--- src/hdl/ftt_pkg.sv ---
// shared types, constants and character classification for the format text tokenizer
`default_nettype none
package ftt_pkg;

  localparam int unsigned CharW     = 8;
  localparam int unsigned QueueDepth = 4;
  localparam int unsigned QueuePtrW  = $clog2(QueueDepth);
  localparam int unsigned QueueCntW  = $clog2(QueueDepth + 1);

  localparam logic [CharW-1:0] LimitReset = 8'd255;

  localparam logic [CharW-1:0] ChPercent = 8'h25;
  localparam logic [CharW-1:0] ChSpace   = 8'h20;
  localparam logic [CharW-1:0] ChTab     = 8'h09;
  localparam logic [CharW-1:0] ChCr      = 8'h0d;
  localparam logic [CharW-1:0] ChNul     = 8'h00;

  typedef enum logic [4:0] {
    TK_INPUT         = 5'd0,
    TK_OUTPUT        = 5'd1,
    TK_CLASS         = 5'd2,
    TK_IN_DIM        = 5'd3,
    TK_OUT_DIM       = 5'd4,
    TK_NUM_PATTERNS  = 5'd5,
    TK_ASTERISK      = 5'd6,
    TK_QUESTION      = 5'd7,
    TK_NEWLINE       = 5'd8,
    TK_WRITE_NEWLINE = 5'd9,
    TK_ALT_BEGIN     = 5'd10,
    TK_ALT_END       = 5'd11,
    TK_LOOP_BEGIN    = 5'd12,
    TK_LOOP_END      = 5'd13,
    TK_BAR           = 5'd14,
    TK_STRING_CHAR   = 5'd15,
    TK_STRING_END    = 5'd16,
    TK_END_OF_TEXT   = 5'd17,
    TK_UNKNOWN       = 5'd18,
    TK_NONE          = 5'd31
  } token_kind_e;

  // one queue entry: the results caused by one input item
  typedef struct packed {
    logic             has_two;
    token_kind_e      kind0;
    logic [CharW-1:0] val0;
    token_kind_e      kind1;
  } entry_t;

  function automatic token_kind_e structural_kind(input logic [CharW-1:0] c);
    token_kind_e k;
    case (c)
      8'h5b:   k = TK_ALT_BEGIN;
      8'h5d:   k = TK_ALT_END;
      8'h7b:   k = TK_LOOP_BEGIN;
      8'h7d:   k = TK_LOOP_END;
      8'h7c:   k = TK_BAR;
      8'h2a:   k = TK_ASTERISK;
      8'h3f:   k = TK_QUESTION;
      8'h3c:   k = TK_NEWLINE;
      8'h5c:   k = TK_WRITE_NEWLINE;
      ChNul:   k = TK_END_OF_TEXT;
      default: k = TK_NONE;
    endcase
    return k;
  endfunction

  function automatic token_kind_e control_kind(input logic [CharW-1:0] c);
    token_kind_e k;
    logic [CharW-1:0] u;
    u = c;
    if (c >= 8'h61 && c <= 8'h7a) begin
      u = c - 8'd32;
    end
    case (u)
      8'h49:   k = TK_INPUT;
      8'h4f:   k = TK_OUTPUT;
      8'h43:   k = TK_CLASS;
      8'h45:   k = TK_IN_DIM;
      8'h41:   k = TK_OUT_DIM;
      8'h4e:   k = TK_NUM_PATTERNS;
      default: k = TK_NONE;
    endcase
    return k;
  endfunction

  function automatic logic is_space(input logic [CharW-1:0] c);
    return (c == ChSpace) || (c >= ChTab && c <= ChCr);
  endfunction

endpackage
`default_nettype wire

--- src/hdl/format_text_tokenizer_unit.sv ---
// top level of the format text tokenizer: front end, entry queue and back end
//
//  channel   direction  handshake               payload
//  input     in         push / full             char_code_i
//  result    out        empty / pop             token_kind_o, char_value_o, last_of_run_o
//  config    in         cfg_we_i                cfg_wdata_i (string chunk limit)
//
// one character is accepted per cycle whenever the four-entry queue has room
// each accepted character is classified and its state updated in the same cycle
// the back end delivers one result item per cycle while results are popped; a character
//   with two results holds the back end for both items, the queue absorbs the difference
// a result passes from the queue into the output register before it appears on the ports
// reset clears the tokenizer state, the queue and the output valid flag; the
//   chunk limit resets to 255
`default_nettype none
module format_text_tokenizer_unit (
  input  wire logic                       clk_i,
  input  wire logic                       rst_ni,
  // configuration
  input  wire logic                       cfg_we_i,
  input  wire logic [ftt_pkg::CharW-1:0]  cfg_wdata_i,
  // character items
  input  wire logic                       push,
  output      logic                       full,
  input  wire logic [ftt_pkg::CharW-1:0]  char_code_i,
  // result items
  output      logic                       empty,
  input  wire logic                       pop,
  output      logic [4:0]                 token_kind_o,
  output      logic [ftt_pkg::CharW-1:0]  char_value_o,
  output      logic                       last_of_run_o
);

  logic            accept;
  logic            emit;
  ftt_pkg::entry_t entry;
  logic            head_valid;
  ftt_pkg::entry_t head;
  logic            head_rd;

  // an item enters when the queue has room, even if it causes no result
  assign accept = push && !full;

  ftt_front u_front (
    .clk_i       (clk_i),
    .rst_ni      (rst_ni),
    .cfg_we_i    (cfg_we_i),
    .cfg_wdata_i (cfg_wdata_i),
    .accept_i    (accept),
    .char_code_i (char_code_i),
    .emit_o      (emit),
    .entry_o     (entry)
  );

  ftt_queue u_queue (
    .clk_i      (clk_i),
    .rst_ni     (rst_ni),
    .wr_i       (accept && emit),
    .wr_entry_i (entry),
    .full_o     (full),
    .rd_i       (head_rd),
    .valid_o    (head_valid),
    .rd_entry_o (head)
  );

  ftt_back u_back (
    .clk_i         (clk_i),
    .rst_ni        (rst_ni),
    .head_valid_i  (head_valid),
    .head_i        (head),
    .head_rd_o     (head_rd),
    .pop_i         (pop),
    .empty_o       (empty),
    .token_kind_o  (token_kind_o),
    .char_value_o  (char_value_o),
    .last_of_run_o (last_of_run_o)
  );

endmodule
`default_nettype wire

--- src/hdl/ftt_front.sv ---
// front end: classifies each character, keeps tokenizer state, builds queue entries
`default_nettype none
module ftt_front (
  input  wire logic                        clk_i,
  input  wire logic                        rst_ni,
  input  wire logic                        cfg_we_i,
  input  wire logic [ftt_pkg::CharW-1:0]   cfg_wdata_i,
  input  wire logic                        accept_i,
  input  wire logic [ftt_pkg::CharW-1:0]   char_code_i,
  output      logic                        emit_o,
  output      ftt_pkg::entry_t             entry_o
);

  logic [ftt_pkg::CharW-1:0] limit_val_q;
  logic                      pct_q, pct_d;
  logic                      open_q, open_d;
  logic [ftt_pkg::CharW-1:0] cnt_q, cnt_d;

  logic [ftt_pkg::CharW-1:0] lim;
  logic [ftt_pkg::CharW-1:0] cnt_inc;
  ftt_pkg::token_kind_e      s_kind;
  ftt_pkg::token_kind_e      c_kind;
  logic                      escapable;

  // limit of zero acts as one
  assign lim     = (limit_val_q == '0) ? ftt_pkg::CharW'(1) : limit_val_q;
  assign cnt_inc = cnt_q + ftt_pkg::CharW'(1);
  assign s_kind  = ftt_pkg::structural_kind(char_code_i);
  assign c_kind  = ftt_pkg::control_kind(char_code_i);
  assign escapable = (char_code_i == ftt_pkg::ChPercent) ||
                     ((char_code_i != ftt_pkg::ChNul) && (s_kind != ftt_pkg::TK_NONE));

  always_comb begin
    pct_d           = pct_q;
    open_d          = open_q;
    cnt_d           = cnt_q;
    emit_o          = 1'b0;
    entry_o.has_two = 1'b0;
    entry_o.kind0   = ftt_pkg::TK_STRING_CHAR;
    entry_o.val0    = char_code_i;
    entry_o.kind1   = ftt_pkg::TK_STRING_END;
    if (pct_q && !escapable) begin
      pct_d  = 1'b0;
      emit_o = 1'b1;
      if (c_kind != ftt_pkg::TK_NONE) begin
        // control token, closing any open string first
        entry_o.has_two = open_q;
        entry_o.kind0   = open_q ? ftt_pkg::TK_STRING_END : c_kind;
        entry_o.val0    = '0;
        entry_o.kind1   = c_kind;
      end else begin
        // unknown control abandons the string
        entry_o.kind0 = ftt_pkg::TK_UNKNOWN;
      end
      open_d = 1'b0;
      cnt_d  = '0;
    end else if (!pct_q && char_code_i == ftt_pkg::ChPercent) begin
      pct_d = 1'b1;
    end else if (!pct_q && s_kind != ftt_pkg::TK_NONE) begin
      emit_o          = 1'b1;
      entry_o.has_two = open_q;
      entry_o.kind0   = open_q ? ftt_pkg::TK_STRING_END : s_kind;
      entry_o.val0    = '0;
      entry_o.kind1   = s_kind;
      open_d          = 1'b0;
      cnt_d           = '0;
    end else if (!pct_q && !open_q && ftt_pkg::is_space(char_code_i)) begin
      // leading whitespace dropped
    end else begin
      // string character, plain or escaped
      pct_d  = 1'b0;
      emit_o = 1'b1;
      if (cnt_inc >= lim) begin
        entry_o.has_two = 1'b1;
        open_d          = 1'b0;
        cnt_d           = '0;
      end else begin
        open_d = 1'b1;
        cnt_d  = cnt_inc;
      end
    end
  end

  always_ff @(posedge clk_i or negedge rst_ni) begin
    if (!rst_ni) begin
      limit_val_q <= ftt_pkg::LimitReset;
      pct_q       <= 1'b0;
      open_q      <= 1'b0;
      cnt_q       <= '0;
    end else begin
      if (cfg_we_i) begin
        limit_val_q <= cfg_wdata_i;
      end
      if (accept_i) begin
        pct_q  <= pct_d;
        open_q <= open_d;
        cnt_q  <= cnt_d;
      end
    end
  end

endmodule
`default_nettype wire

--- src/hdl/ftt_queue.sv ---
// entry queue between the front end and the back end
`default_nettype none
module ftt_queue (
  input  wire logic             clk_i,
  input  wire logic             rst_ni,
  input  wire logic             wr_i,
  input  wire ftt_pkg::entry_t  wr_entry_i,
  output      logic             full_o,
  input  wire logic             rd_i,
  output      logic             valid_o,
  output      ftt_pkg::entry_t  rd_entry_o
);

  ftt_pkg::entry_t                 mem_q [ftt_pkg::QueueDepth];
  logic [ftt_pkg::QueuePtrW-1:0]   wptr_q, rptr_q;
  logic [ftt_pkg::QueueCntW-1:0]   cnt_q;

  assign full_o     = (cnt_q == ftt_pkg::QueueCntW'(ftt_pkg::QueueDepth));
  assign valid_o    = (cnt_q != '0);
  assign rd_entry_o = mem_q[rptr_q];

  always_ff @(posedge clk_i) begin
    if (wr_i) begin
      mem_q[wptr_q] <= wr_entry_i;
    end
  end

  always_ff @(posedge clk_i or negedge rst_ni) begin
    if (!rst_ni) begin
      wptr_q <= '0;
      rptr_q <= '0;
      cnt_q  <= '0;
    end else begin
      if (wr_i) begin
        wptr_q <= wptr_q + ftt_pkg::QueuePtrW'(1);
      end
      if (rd_i) begin
        rptr_q <= rptr_q + ftt_pkg::QueuePtrW'(1);
      end
      case ({wr_i, rd_i})
        2'b10:   cnt_q <= cnt_q + ftt_pkg::QueueCntW'(1);
        2'b01:   cnt_q <= cnt_q - ftt_pkg::QueueCntW'(1);
        default: cnt_q <= cnt_q;
      endcase
    end
  end

endmodule
`default_nettype wire

--- src/hdl/ftt_back.sv ---
// back end: splits queue entries into single result items in an output register
`default_nettype none
module ftt_back (
  input  wire logic                       clk_i,
  input  wire logic                       rst_ni,
  input  wire logic                       head_valid_i,
  input  wire ftt_pkg::entry_t            head_i,
  output      logic                       head_rd_o,
  input  wire logic                       pop_i,
  output      logic                       empty_o,
  output      logic [4:0]                 token_kind_o,
  output      logic [ftt_pkg::CharW-1:0]  char_value_o,
  output      logic                       last_of_run_o
);

  logic                      out_valid_q;
  logic                      phase_q;
  logic                      load;
  ftt_pkg::token_kind_e      kind_q, kind_d;
  logic [ftt_pkg::CharW-1:0] val_q, val_d;
  logic                      last_q, last_d;

  assign load      = head_valid_i && (!out_valid_q || pop_i);
  assign head_rd_o = load && (phase_q || !head_i.has_two);

  always_comb begin
    if (phase_q) begin
      kind_d = head_i.kind1;
      val_d  = '0;
      last_d = 1'b1;
    end else begin
      kind_d = head_i.kind0;
      val_d  = head_i.val0;
      last_d = !head_i.has_two;
    end
  end

  always_ff @(posedge clk_i or negedge rst_ni) begin
    if (!rst_ni) begin
      out_valid_q <= 1'b0;
      phase_q     <= 1'b0;
    end else begin
      if (load) begin
        out_valid_q <= 1'b1;
        phase_q     <= !phase_q && head_i.has_two;
      end else if (pop_i) begin
        out_valid_q <= 1'b0;
      end
    end
  end

  always_ff @(posedge clk_i) begin
    if (load) begin
      kind_q <= kind_d;
      val_q  <= val_d;
      last_q <= last_d;
    end
  end

  assign empty_o       = !out_valid_q;
  assign token_kind_o  = 5'(kind_q);
  assign char_value_o  = val_q;
  assign last_of_run_o = last_q;

endmodule
`default_nettype wire

--- config.mk ---
export PLATFORM = sky130hd
export DESIGN_NAME = format_text_tokenizer_unit
export DESIGN_NICKNAME = d
export VERILOG_FILES = /design/src/hdl/ftt_pkg.sv /design/src/hdl/format_text_tokenizer_unit.sv /design/src/hdl/ftt_front.sv /design/src/hdl/ftt_queue.sv /design/src/hdl/ftt_back.sv
export SDC_FILE = /design/constraint.sdc
export NUM_CORES = 1
export LEC_CHECK = 0
export BUFFER_PORTS_ARGS = -buffer_cell sky130_fd_sc_hd__buf_2
export CAP_MARGIN = 20
export CORE_MARGIN = 2
export CORE_UTILIZATION = 65
export DETAILED_ROUTE_END_ITERATION = 10
export PLACE_DENSITY = 0.9
export SYNTH_ARGS = -nofsm -noshare
export SYNTH_HDL_FRONTEND = slang
export SYNTH_SLANG_ARGS = --single-unit
--- constraint.sdc ---
create_clock -name clk_i -period 5.2 [get_ports clk_i]
set_input_delay 1.04 -clock clk_i [delete_from_list [all_inputs] [get_ports clk_i]]
set_output_delay 1.04 -clock clk_i [all_outputs]
set_load 0.1 [all_outputs]
==> impl_metrics.csv <==
group,metric,value,unit
run_status,status,"finished, final reports clean",
global_routing,grt_max_degree,28,
synthesis,synth-edff-count,90,
cts,cts_tree,"done",
placement,dp_slack,1.262,ns
synthesis,synth_top_area_cell,"edfxtp_1",
setup_path,critical_path_class,"input port to flop",
floorplan,start_util,66.71,%
cts,cts_buffers,17,
cts,clk_latency,0.52,ns
synthesis,synth_seq_cells,117,
cells_and_area,final_cell_mix,"edfxtp_1, buf_2, nand2_1, nor2_1, inv_1",
timing,fin_tns_setup,0,ns
cells_and_area,areaGrowthSynthToFinish,15.38,%
synthesis,synthesis.nets,433,
routing,drc,0,
routing,drt-total-wl,12.66,mm
cts,cts_hold_buf,0,
synthesis,synthCells,395,
cells_and_area,utilization,76.97,%
global_routing,track_usage,30.98,%
synthesis,async_reset_ff_share,23.08,%
timing,finalHoldViolCount,0,
setup_path,endpoint_kind,"flop",
cts,clock_tree.root_cell,"clkbuf_8",
timing,timing.final.ws_setup,1.701,ns
setup_path,crit_chain,"buf_2 -> nor4b_1 -> nand3_1 -> o32ai_1 -> or2_1 -> ha_1 -> inv_1 -> fa_1 -> xor2_1 -> nor2_1 -> xor2_1",
timing,fin_crit_sh,67.30,%
synthesis,synth_top_area_share,49.80,%
synthesis,ys_warn_count,0,
routing,wl_per_cell,22.94,µm
routing,routed-via-count,3601,
cts,cts.sink_count,117,
cts,htreeDepth,4,
power_and_ir_drop,ir_drop,0.0002849,V
global_routing,grt_pass1_vias,3501,
floorplan,dieArea,9095,µm²
cells_and_area,final_common_cell,"edfxtp_1",
timing,relSlewSlack,38.01,%
routing,drt_first_iter_violations,426,
flow_run,cap_violations,0,
worst_hold_path,worstHoldPathType,"flop to flop",
setup_path,crit_fanout,17,
setup_path,arrival,3.94,ns
synthesis,yosysSeqAreaShare,62.44,%
floorplan,die_h,95.37,µm
timing,max_freq,285.8,MHz
cts,path_clk_slew,0.06,ns
setup_path,start_kind,"input port",
timing,rsz0062_at_grt,"no",
floorplan,rows,33,
synthesis,synthesis.area,5426,µm²
setup_path,crit_slowest_cell,"or2_1",
synthesis,ys_types,61,
cts,cts_setup_buffers,0,
routing,viasPerCell,6.524,
power_and_ir_drop,fin_total_pwr,4.022,mW
cts,max-clock-path-buffers,2,
cells_and_area,antenna_cells,0,
timing,clock_skew,0.01133,ns
global_routing,grt_pass1_wl,19.75,mm
placement,port_buffers,36,
cells_and_area,drive_gt1_share,23.71,%
power_and_ir_drop,cellPowerDensity,642.3,nW/µm²
floorplan,die_x,95.37,µm
synthesis,synth_area_leaders,"edfxtp_1, dfrtp_1, mux4_2, dfstp_2, ha_1",
placement,hpwlAfterDp,7.517,mm
placement,gp_congestion,0.9205,
timing,timing.final.crit_period,3.499,ns
routing,firstDrtPassIters,5,
timing,whs,0.5178,ns
global_routing,antenna_found_initial,0,
setup_path,critPathMostFrequentCell,"xor2_1",
power_and_ir_drop,leakage,2.392,nW
setup_path,cp.required,5.64,ns
floorplan,io_pins,37,
floorplan,core,8134,µm²
routing,ant_nets,0,
synthesis,ys.flop_type,"edfxtp_1",
global_routing,overflow,0,
timing,maxSlewViolCount,0,
cells_and_area,nNetsFinal,472,
timing,setup_viol,0,
setup_path,cpPeakStageDelay,0.59,ns
cts,cts_resized,0,
timing,worst_pin_slew,0.9298,ns
synthesis,avgSynthCellArea,13.74,µm²
==> logic make-up after synthesis <==
family / Yosys count / share of synthesized area (%)
multiplexers: 23 / 8.693
flip-flops: 117 / 62.44
XOR/XNOR: 13 / 2.098
AO/OA/AOI/OAI: 63 / 7.840
AND/OR/NAND/NOR: 115 / 11.00
buffers and inverters: 46 / 3.689
adder cells (fa/ha/maj): 18 / 4.243
==> area by class of cell <==
type                       count  area, µm²
inverter                      25      93.84
tap                          105      131.4
clock inverter                14      163.9
timing repair buffer          41      217.7
sequential                   117       3388
multi-input combinational    232       1838
fill                         421       1873
clock buffer                  18      427.9
==> final timing paths <==
kind / startpoint / end / slack, ns / depth (start not counted)
setup reg to reg: u_queue.rptr_q[1] / u_queue.cnt_q[2] / 2.07 / 8
max in group asynchronous: rst_ni / u_front.open_q / 4.26 / 1
min in group asynchronous: rst_ni / u_back.out_valid_q / 0.53 / 1
hold reg to reg: u_front.limit_val_q[3] / u_front.limit_val_q[3] / 0.52 / 2
setup / recovery: char_code_i[6] / u_queue.cnt_q[2] / 1.70 / 11
hold / removal: u_front.limit_val_q[3] / u_front.limit_val_q[3] / 0.52 / 2
==> report_power, final <==
part	internal [mW]	total (mW)	switching (mW)	leakage, nW
clock	0.707	1.17	0.461	0.281
sequential	1.30	1.46	0.160	1.13
combinational	0.421	1.40	0.975	0.985
total	2.43	4.02	1.60	2.39
==> critical path, delay by kind of cell <==
family	cells	cell delay [ns]
AND/OR/NAND/NOR	4	1.32
XOR/XNOR	2	0.33
AO/OA/AOI/OAI	1	0.20
buffers and inverters	2	0.26
adder cells (fa/ha/maj)	2	0.78
==> cells in the mapped netlist (2+ instances only) <==
| library cell | instances |
|---|---|
| a21o_1 | 4 |
| a21oi_1 | 10 |
| a221oi_1 | 2 |
| a22o_1 | 7 |
| a41o_1 | 2 |
| and2_1 | 13 |
| and3_1 | 3 |
| and4b_1 | 3 |
| buf_1 | 3 |
| buf_2 | 4 |
| buf_4 | 2 |
| buf_6 | 2 |
| clkbuf_1 | 10 |
| dfrtp_1 | 19 |
| dfstp_2 | 8 |
| edfxtp_1 | 90 |
| ha_1 | 16 |
| inv_1 | 24 |
| mux2_1 | 2 |
| mux4_2 | 19 |
| nand2_1 | 34 |
| nand2b_1 | 2 |
| nand3_1 | 7 |
| nand4_1 | 4 |
| nor2_1 | 25 |
| nor2b_1 | 3 |
| nor3_1 | 6 |
| nor3b_1 | 3 |
| nor4b_1 | 2 |
| o21ai_0 | 17 |
| o21ai_1 | 3 |
| o22ai_1 | 4 |
| o31ai_1 | 2 |
| or3_1 | 2 |
| xnor2_1 | 6 |
| xor2_1 | 7 |
==> sequential cells by signal (all words and copies together) (netlist names), 2 cells and up <==
signal	cells
u_queue.wptr_q	2
u_back.char_value_o	8
u_front.limit_val_q	8
u_queue.cnt_q	3
u_queue.rptr_q	2
u_front.cnt_q	8
u_queue.mem_q	76
u_back.token_kind_o	5
==> metrics by stage <==
stage / instances / instance area, µm²
2_1_floorplan: 395 / 5426
4_1_cts: 552 / 6261
3_3_place_gp: 520 / 5669
6_report: 552 / 6261
3_5_place_dp: 520 / 5669
5_1_grt: 552 / 6261
==> layer usage <==
layer  wire length [µm]  up-vias  share of wire, %  global-route usage (%)
met4                381        0               3.0                   11.31
met5                  0        -                 0                       0
li1                   -     1558                 -                       -
met1               4703     1759                37                   39.81
met3                967       44               7.6                   8.142
met2               6612      240                52                   51.41
No activity file was read; power rests on OpenSTA's default activity.
